## src/sv/rau_pkg.sv

```systemverilog
`timescale 1ns / 1ps
package rau_pkg;

  localparam logic [1:0] CMD_ADD = 2'd0;
  localparam logic [1:0] CMD_SUB = 2'd1;
  localparam logic [1:0] CMD_MUL = 2'd2;
  localparam logic [1:0] CMD_DIV = 2'd3;

  typedef enum logic [2:0] {
    ST_IDLE,
    ST_MUL_DEN,
    ST_MUL_A,
    ST_MUL_B,
    ST_GCD,
    ST_DIV_NUM,
    ST_DIV_DEN,
    ST_OUT
  } state_t;

endpackage

```

## src/sv/rau_mul.sv

```systemverilog
`timescale 1ns / 1ps
module rau_mul #(
  parameter int WORD_BITS = 32
) (
  input  logic                 clk,
  input  logic                 rst_n,
  input  logic                 start,
  input  logic [WORD_BITS-1:0] op_a,
  input  logic [WORD_BITS-1:0] op_b,
  output logic                 done,
  output logic [WORD_BITS-1:0] prod
);

  localparam int CW = $clog2(WORD_BITS);
  localparam logic [CW-1:0] LAST = CW'(WORD_BITS - 1);

  logic [WORD_BITS-1:0] a_r, b_r, acc_r;
  logic [CW-1:0]        cnt_r;
  logic                 busy_r, done_r;

  always_ff @(posedge clk) begin
    if (!rst_n) begin
      busy_r <= 1'b0;
      done_r <= 1'b0;
      cnt_r  <= '0;
    end else begin
      done_r <= 1'b0;
      if (start) begin
        busy_r <= 1'b1;
        cnt_r  <= '0;
      end else if (busy_r) begin
        cnt_r <= cnt_r + 1'b1;
        if (cnt_r == LAST) begin
          busy_r <= 1'b0;
          done_r <= 1'b1;
        end
      end
    end
  end

  always_ff @(posedge clk) begin
    if (start) begin
      a_r   <= op_a;
      b_r   <= op_b;
      acc_r <= '0;
    end else if (busy_r) begin
      acc_r <= acc_r + (b_r[0] ? a_r : '0);
      a_r   <= {a_r[WORD_BITS-2:0], 1'b0};
      b_r   <= {1'b0, b_r[WORD_BITS-1:1]};
    end
  end

  assign done = done_r;
  assign prod = acc_r;

endmodule

```

## src/sv/rau_gcd.sv

```systemverilog
`timescale 1ns / 1ps
module rau_gcd #(
  parameter int WORD_BITS = 32
) (
  input  logic                 clk,
  input  logic                 rst_n,
  input  logic                 start,
  input  logic [WORD_BITS-1:0] op_x,
  input  logic [WORD_BITS-1:0] op_y,
  output logic                 done,
  output logic [WORD_BITS-1:0] gcd
);

  localparam int KW = $clog2(WORD_BITS);

  logic [WORD_BITS-1:0] x_r, y_r, g_r;
  logic [KW-1:0]        k_r;
  logic                 busy_r, done_r;
  logic                 fin;

  assign fin = (x_r == '0) || (y_r == '0);

  always_ff @(posedge clk) begin
    if (!rst_n) begin
      busy_r <= 1'b0;
      done_r <= 1'b0;
    end else begin
      done_r <= 1'b0;
      if (start) begin
        busy_r <= 1'b1;
      end else if (busy_r && fin) begin
        busy_r <= 1'b0;
        done_r <= 1'b1;
      end
    end
  end

  always_ff @(posedge clk) begin
    if (start) begin
      x_r <= op_x;
      y_r <= op_y;
      k_r <= '0;
    end else if (busy_r) begin
      if (fin) begin
        g_r <= (x_r | y_r) << k_r;
      end else if (!x_r[0] && !y_r[0]) begin
        x_r <= x_r >> 1;
        y_r <= y_r >> 1;
        k_r <= k_r + 1'b1;
      end else if (!x_r[0]) begin
        x_r <= x_r >> 1;
      end else if (!y_r[0]) begin
        y_r <= y_r >> 1;
      end else if (x_r >= y_r) begin
        x_r <= x_r - y_r;
      end else begin
        y_r <= y_r - x_r;
      end
    end
  end

  assign done = done_r;
  assign gcd  = g_r;

endmodule

```

## src/sv/rau_div.sv

```systemverilog
`timescale 1ns / 1ps
module rau_div #(
  parameter int WORD_BITS = 32
) (
  input  logic                 clk,
  input  logic                 rst_n,
  input  logic                 start,
  input  logic [WORD_BITS-1:0] dividend,
  input  logic [WORD_BITS-1:0] divisor,
  output logic                 done,
  output logic [WORD_BITS-1:0] quot
);

  localparam int CW = $clog2(WORD_BITS);
  localparam logic [CW-1:0] LAST = CW'(WORD_BITS - 1);

  logic [WORD_BITS-1:0] n_r, d_r, rem_r, q_r;
  logic [CW-1:0]        cnt_r;
  logic                 busy_r, done_r;
  logic [WORD_BITS:0]   sh, diff;
  logic                 take;

  assign sh   = {rem_r, n_r[WORD_BITS-1]};
  assign diff = sh - {1'b0, d_r};
  assign take = sh >= {1'b0, d_r};

  always_ff @(posedge clk) begin
    if (!rst_n) begin
      busy_r <= 1'b0;
      done_r <= 1'b0;
      cnt_r  <= '0;
    end else begin
      done_r <= 1'b0;
      if (start) begin
        busy_r <= 1'b1;
        cnt_r  <= '0;
      end else if (busy_r) begin
        cnt_r <= cnt_r + 1'b1;
        if (cnt_r == LAST) begin
          busy_r <= 1'b0;
          done_r <= 1'b1;
        end
      end
    end
  end

  always_ff @(posedge clk) begin
    if (start) begin
      n_r   <= dividend;
      d_r   <= divisor;
      rem_r <= '0;
      q_r   <= '0;
    end else if (busy_r) begin
      rem_r <= take ? diff[WORD_BITS-1:0] : sh[WORD_BITS-1:0];
      q_r   <= {q_r[WORD_BITS-2:0], take};
      n_r   <= {n_r[WORD_BITS-2:0], 1'b0};
    end
  end

  assign done = done_r;
  assign quot = q_r;

endmodule

```

## src/sv/rational_arithmetic_unit.sv

```systemverilog
`timescale 1ns / 1ps
// channel | direction | handshake            | payload
// in_     | input     | in_valid / in_stall  | command, a_num, a_den, b_num, b_den
// out_    | output    | out_valid / out_stall| res_num, res_den, den_zero
// One transfer in at a time; in_stall stays high until the result is taken.
// Each item runs 2 or 3 serial multiplies (3 for add and sub), a binary gcd,
// and two serial divides by the gcd when the gcd exceeds one.
// Reset is synchronous; the output register holds its value while out_stall.
module rational_arithmetic_unit #(
  parameter int WORD_BITS = 32
) (
  input  logic                        clk,
  input  logic                        rst_n,
  input  logic                        in_valid,
  output logic                        in_stall,
  input  logic [1:0]                  in_command,
  input  logic signed [WORD_BITS-1:0] in_a_num,
  input  logic [WORD_BITS-1:0]        in_a_den,
  input  logic signed [WORD_BITS-1:0] in_b_num,
  input  logic [WORD_BITS-1:0]        in_b_den,
  output logic                        out_valid,
  input  logic                        out_stall,
  output logic signed [WORD_BITS-1:0] out_res_num,
  output logic [WORD_BITS-1:0]        out_res_den,
  output logic                        out_den_zero
);

  rau_pkg::state_t state_r, state_nxt;
  logic            launch_r;

  logic [WORD_BITS-1:0] an_r, ad_r, bn_r, bd_r;
  logic                 add_r;
  logic [WORD_BITS-1:0] num_r, den_r, mag, res_mag_r, res_den_r;

  logic [WORD_BITS-1:0] a_u, b_u, bn_eff, bd_eff;
  logic                 bneg;

  logic                 mul_start, mul_done;
  logic [WORD_BITS-1:0] mul_a, mul_b, mul_p;
  logic                 gcd_start, gcd_done;
  logic [WORD_BITS-1:0] gcd_g;
  logic                 div_start, div_done;
  logic [WORD_BITS-1:0] div_n, div_q;

  assign a_u  = $unsigned(in_a_num);
  assign b_u  = $unsigned(in_b_num);
  assign bneg = b_u[WORD_BITS-1];

  always_comb begin
    bn_eff = b_u;
    bd_eff = in_b_den;
    case (in_command)
      rau_pkg::CMD_SUB: bn_eff = -b_u;
      rau_pkg::CMD_DIV: begin
        bn_eff = bneg ? -in_b_den : in_b_den;
        bd_eff = bneg ? -b_u : b_u;
      end
      default: ;
    endcase
  end

  assign mag = num_r[WORD_BITS-1] ? -num_r : num_r;

  always_comb begin
    state_nxt = state_r;
    case (state_r)
      rau_pkg::ST_IDLE:    if (in_valid) state_nxt = rau_pkg::ST_MUL_DEN;
      rau_pkg::ST_MUL_DEN: if (mul_done) state_nxt = rau_pkg::ST_MUL_A;
      rau_pkg::ST_MUL_A: begin
        if (mul_done) state_nxt = add_r ? rau_pkg::ST_MUL_B : rau_pkg::ST_GCD;
      end
      rau_pkg::ST_MUL_B:   if (mul_done) state_nxt = rau_pkg::ST_GCD;
      rau_pkg::ST_GCD: begin
        if (gcd_done) begin
          state_nxt = (gcd_g > WORD_BITS'(1)) ? rau_pkg::ST_DIV_NUM : rau_pkg::ST_OUT;
        end
      end
      rau_pkg::ST_DIV_NUM: if (div_done) state_nxt = rau_pkg::ST_DIV_DEN;
      rau_pkg::ST_DIV_DEN: if (div_done) state_nxt = rau_pkg::ST_OUT;
      rau_pkg::ST_OUT:     if (!out_stall) state_nxt = rau_pkg::ST_IDLE;
      default:             state_nxt = rau_pkg::ST_IDLE;
    endcase
  end

  always_comb begin
    mul_start = 1'b0;
    gcd_start = 1'b0;
    div_start = 1'b0;
    mul_a     = ad_r;
    mul_b     = bd_r;
    div_n     = res_mag_r;
    case (state_r)
      rau_pkg::ST_MUL_DEN: mul_start = launch_r;
      rau_pkg::ST_MUL_A: begin
        mul_start = launch_r;
        mul_a     = an_r;
        mul_b     = add_r ? bd_r : bn_r;
      end
      rau_pkg::ST_MUL_B: begin
        mul_start = launch_r;
        mul_a     = bn_r;
        mul_b     = ad_r;
      end
      rau_pkg::ST_GCD:     gcd_start = launch_r;
      rau_pkg::ST_DIV_NUM: div_start = launch_r;
      rau_pkg::ST_DIV_DEN: begin
        div_start = launch_r;
        div_n     = res_den_r;
      end
      default: ;
    endcase
  end

  always_ff @(posedge clk) begin
    if (!rst_n) begin
      state_r  <= rau_pkg::ST_IDLE;
      launch_r <= 1'b0;
    end else begin
      state_r  <= state_nxt;
      launch_r <= (state_nxt != state_r);
    end
  end

  always_ff @(posedge clk) begin
    case (state_r)
      rau_pkg::ST_IDLE: begin
        if (in_valid) begin
          an_r  <= a_u;
          ad_r  <= in_a_den;
          bn_r  <= bn_eff;
          bd_r  <= bd_eff;
          add_r <= in_command inside {rau_pkg::CMD_ADD, rau_pkg::CMD_SUB};
        end
      end
      rau_pkg::ST_MUL_DEN: if (mul_done) den_r <= mul_p;
      rau_pkg::ST_MUL_A:   if (mul_done) num_r <= mul_p;
      rau_pkg::ST_MUL_B:   if (mul_done) num_r <= num_r + mul_p;
      rau_pkg::ST_GCD: begin
        if (gcd_done) begin
          res_mag_r <= mag;
          res_den_r <= den_r;
        end
      end
      rau_pkg::ST_DIV_NUM: if (div_done) res_mag_r <= div_q;
      rau_pkg::ST_DIV_DEN: if (div_done) res_den_r <= div_q;
      default: ;
    endcase
  end

  rau_mul #(.WORD_BITS(WORD_BITS)) u_mul (
    .clk   (clk),
    .rst_n (rst_n),
    .start (mul_start),
    .op_a  (mul_a),
    .op_b  (mul_b),
    .done  (mul_done),
    .prod  (mul_p)
  );

  rau_gcd #(.WORD_BITS(WORD_BITS)) u_gcd (
    .clk   (clk),
    .rst_n (rst_n),
    .start (gcd_start),
    .op_x  (mag),
    .op_y  (den_r),
    .done  (gcd_done),
    .gcd   (gcd_g)
  );

  rau_div #(.WORD_BITS(WORD_BITS)) u_div (
    .clk      (clk),
    .rst_n    (rst_n),
    .start    (div_start),
    .dividend (div_n),
    .divisor  (gcd_g),
    .done     (div_done),
    .quot     (div_q)
  );

  assign in_stall     = (state_r != rau_pkg::ST_IDLE);
  assign out_valid    = (state_r == rau_pkg::ST_OUT);
  assign out_res_num  = $signed(num_r[WORD_BITS-1] ? -res_mag_r : res_mag_r);
  assign out_res_den  = res_den_r;
  assign out_den_zero = (res_den_r == '0);

endmodule

```

## config.mk

```make
export PLATFORM = sky130hd
export DESIGN_NAME = rational_arithmetic_unit
export DESIGN_NICKNAME = d
export VERILOG_FILES = /design/src/sv/rau_pkg.sv /design/src/sv/rau_mul.sv /design/src/sv/rau_gcd.sv /design/src/sv/rau_div.sv /design/src/sv/rational_arithmetic_unit.sv
export SDC_FILE = /design/constraint.sdc
export NUM_CORES = 2
export LEC_CHECK = 0
export BUFFER_PORTS_ARGS = -buffer_cell sky130_fd_sc_hd__buf_2
export CORE_MARGIN = 5
export CORE_UTILIZATION = 50
export DETAILED_ROUTE_END_ITERATION = 7
export HOLD_SLACK_MARGIN = 0.08
export PLACE_DENSITY_LB_ADDON = 0.15
export SYNTH_ARGS = -nofsm -noshare
export SYNTH_HDL_FRONTEND = slang
export SYNTH_SLANG_ARGS = --single-unit
```

## constraint.sdc

```tcl
create_clock -name clk -period 13.15 [get_ports clk]
set_input_delay 1.315 -clock clk [delete_from_list [all_inputs] [get_ports clk]]
set_output_delay 1.315 -clock clk [all_outputs]
set_load 0.05 [all_outputs]
```

==> flow_results.org <==
** Yosys
- Counting flops and latches in the post-synthesis netlist gives 602.
- Post-Synthesis Mean Instance Area :: 9.502 µm²
- Number of synthesized flops with an enable pin :: a little under 500
- In the synthesized netlist the dominant register cell turns out to be sky130_fd_sc_hd__edfxtp_1.
- Count of yosys warnings during synthesis :: 0
- Cell count after synthesis :: between 4,000 and 5,000
- For this run, the register share of the synthesized area comes to 0.4357.
- Proportion of synthesized flip-flops having asynchronous set or reset :: 0
- Counting every net in the synthesized netlist gives between 4,000 and 5,000.
- Cell area after technology mapping :: 38,710 µm²
- Number of distinct standard cells referenced by the synthesized netlist :: 73

** Die
- Top-Level Pins :: 201
- In this run the core area contains 102 standard-cell rows.
- The die is 288.2 µm wide.
- Height of the die :: 288.2 µm
- Core outline area :: a little under 80,000 µm²
- Die Outline Area :: 83,090 µm²
- For this configuration, the core starts out at a cell density of 0.5022.

** Setup path
- Kind of end point of the critical path :: register
- Data on the critical path arrives at its endpoint at 6.06 ns.
- Reg-to-reg setup timing slack :: 7.31 ns
- The endpoint identified for the worst register-to-register timing path is u_gcd.y_r[19].
- In this run the worst path has a maximum fanout of 31.
- Worst R2R Start :: u_gcd.x_r[0]
- The signal on the critical path passes through inv_1 > ha_1 > inv_1 > fa_1 > nand2b_1 > a21oi_1 > o21ba_2 > o311ai_0 > a21oi_1 > o21ai_0 > nand3_1 > a21boi_4.
- Counting cells, the worst reg-to-reg path comes to 12.
- Largest stage delay, worst path :: 1.32 ns
- Critical path class :: reg2reg
- Max stage delay cell, worst path :: sky130_fd_sc_hd__a21boi_4
- The worst setup path is launched from a register.
- Required time reported for the critical path endpoint :: 13.37 ns
- The most critical setup path has its startpoint at u_gcd.x_r[0].

** CTS
- Counting along the longest clock path gives a buffer depth of 3.
- Total clock sinks :: 602
- Root buf cell :: sky130_fd_sc_hd__clkbuf_16
- Buffers inserted during clock tree synthesis total 70.
- TritonCTS clock tree :: yes
- CTS H-Tree Depth :: 3
- Buffers added to address setup during post-CTS repair amount to 0.
- Number of hold-repair buffers added at the cts stage :: 0
- Worst-path clk slew :: roughly 0.060 ns
- Worst-Skew Late Latency :: 0.62 ns
- Number of instances resized during post-cts repair :: 0

** Route
- First-pass iteration count of the detailed router :: 5
- Sum of routed wire length over all layers :: 114,700 µm
- Across all layers, the routed design uses 31,317 vias.
- Remaining antenna violation count after routing :: 0
- For this run, design rule violations remaining after detail routing come to 0.
- Drt via density :: around 6.0
- 1st-iter DRT viols :: 2,715
- Routed wirelength normalized by instance count :: 21.87 µm

** STA
- Unrepaired setup endpoints after global routing :: no
- Timing would allow up to 0.1711 GHz.
- The worst pin sits at a relative slew slack of 0.1365.
- Setup total negative slack on the finished layout was measured at 0 ns.
- Hold is met by ~0.44 ns.
- The max-slew violation total from the final report was 0.
- Final critical delay including setup and external delays :: approximately 5.8 ns
- Of the available clock period, the critical path in the final layout requires 0.4443.
- The final number of hold-violating endpoints is 0.
- Setup violations remaining at the end of the flow were counted as 0.
- Layout Skew :: around 0.027 ns
- Slew of the pin with the lowest slew margin :: 1.292 ns
- Across all setup checks in the final design, the least slack found is 7.307 ns.

** Placed design
- After detailed placement, the design holds a cell count of 5,114.
- IO buf count :: 200
- Worst setup timing slack at the placement stage :: 7.509 ns
- The congestion estimate from routability-driven global placement came to 0.9854.
- Detailed placement finished with a half-perimeter wire length of 85,880 µm.

** Layout
- Final core utilization :: 0.5557
- Of the cells placed in the final design, the portion with a size suffix greater than 1 is 0.1097.
- Non-filler instance count after layout :: 5,242
- Most common cell after layout, fill and taps aside :: sky130_fd_sc_hd__edfxtp_1
- Compared with the post-synthesis result, the final layout area differs by 10.66%.
- Antenna fix cells :: 0
- The net count of the finished layout is 4,484.
- The top cell types in the final layout, fill and taps aside, are sky130_fd_sc_hd__edfxtp_1 (481), sky130_fd_sc_hd__a21oi_1 (402), sky130_fd_sc_hd__nand2_1 (357).

** Pwr
- IR analysis of the VDD net gives a maximum drop of 0.0001003 V.
- In this run the static leakage power is approximately 17 nW.
- For this design the ratio of total power to cell area is 125.4 nW/µm².

** Hold path
- The path with the worst hold slack has its endpoint at u_div.d_r[0].
- Hold path start :: u_gcd.gcd[0]
- Hold Path Stages :: 0
- In this run the worst hold path is classified as reg2reg.

** Global route
- Entering global routing, the biggest net connects 96 pins.
- GR peak layer :: met2
- Wire length of the first global-routing pass :: 175,400 µm
- Met2 GRT Util :: 0.4519
- The number of antenna violations at the first check in global routing was 0.
- For this run the aggregate overflow at the end of global routing stands at 0.
- Met3 global-route usage :: 0.04909
- In the global route stage, overall resource usage came out at 0.2706.
- In the global route stage, met1 resource usage came out at 0.3562.
- The via count of the first global-routing pass came to 29,931.

** Flow run
- Across the run, the number of max-cap violations was 0.

** Status
- Run status :: completed
sequential cells by signal (all words and copies together), names as in the netlist, 32 cells and up:
register,cells
u_gcd.x_r,32
den_r,32
an_r,32
u_gcd.y_r,32
num_r,32
res_mag_r,32
bd_r,32
bn_r,32
ad_r,32
u_mul.a_r,32
u_div.n_r,32
u_mul.b_r,32
u_mul.prod,32
u_div.rem_r,32
u_gcd.gcd,32
out_res_den,32
u_div.d_r,32
u_div.quot,32
where the power goes:
part           switching [mW]  internal [mW]
combinational           0.610          0.460
sequential              0.134           2.20
clock                   0.802           1.16
total                    1.55           3.83
cell families (layout without fill, tap and decap cells):
kind of cell / after synthesis / in the layout / synth area share
fa+ha+maj: 204 / 204 / 0.06691
mux: 239 / 239 / 0.06852
buf+inv: 436 / 564 / 0.04299
simple gates: 1188 / 1188 / 0.1466
xor+xnor: 258 / 258 / 0.05837
compound gates: 1147 / 1147 / 0.1809
flops: 602 / 602 / 0.4357
worst max-delay path, delay by kind of cell, from the launching register on:
family                   cells  cell delay, ns
AO/OA/AOI/OAI                6            3.11
AND/OR/NAND/NOR              2            0.98
adder cells (fa/ha/maj)      2            0.59
flip-flops                   1            0.51
buffers and inverters        2            0.26
cell usage after synthesis (all sizes together), types with 38 or more instances:
cell	n	area, µm²
o31ai	53	397.9
o21ai	306	1531
nand2	359	1348
or3	47	309.0
mux2i	175	1752
mux2	48	540.5
edfxtp	481	14440
nand3	48	240.2
xor2	120	1051
nand3b	39	292.8
xnor2	138	1209
a21oi	402	2012
ha	199	2490
nor4	56	365.3
inv	188	705.7
nand4	38	237.7
nor2	345	1295
dfxtp	121	2422
and2	49	306.5
a21o	47	352.8
clkbuf	214	813.3
nor3	72	360.4
a221oi	76	665.6
per-stage QoR:
step	power [mW]	instance area, µm²
2_1_floorplan	3.166	38710
3_3_place_gp	3.425	40510
6_report	5.372	42840
4_1_cts	5.401	42840
3_5_place_dp	3.438	40510
5_1_grt	5.642	42840
area by class of cell:
cell class                 count  area, µm²
sequential                   602      16870
timing repair buffer         240       1301
clock buffer                  96       2028
inverter                     196      738.2
fill                        6957      34250
clock inverter                32      295.3
tap                         1040       1301
multi-input combinational   3036      20300
per-layer routing:
layer / up-vias / share of wire / routed length, µm
met1: 15056 / 0.42 / 48400
met4: 0 / 0.038 / 4347
met5: - / 0 / 0
met3: 209 / 0.065 / 7422
li1: 15104 / - / -
met2: 948 / 0.48 / 54490
how the worst max path moves through the flow:
| stage | endpoint | slack (ns) | cells past startpoint |
|---|---|---|---|
| after floorplan | launch_r | 5.10 | 5 |
| after global placement | u_gcd.y_r[19] | 7.57 | 12 |
| after detailed placement | u_gcd.y_r[18] | 7.51 | 12 |
| after CTS | u_gcd.y_r[18] | 7.45 | 12 |
| after global routing | u_gcd.y_r[19] | 7.09 | 12 |
| final | u_gcd.y_r[19] | 7.31 | 12 |
Note: power is estimated with default switching activity, not from simulation.
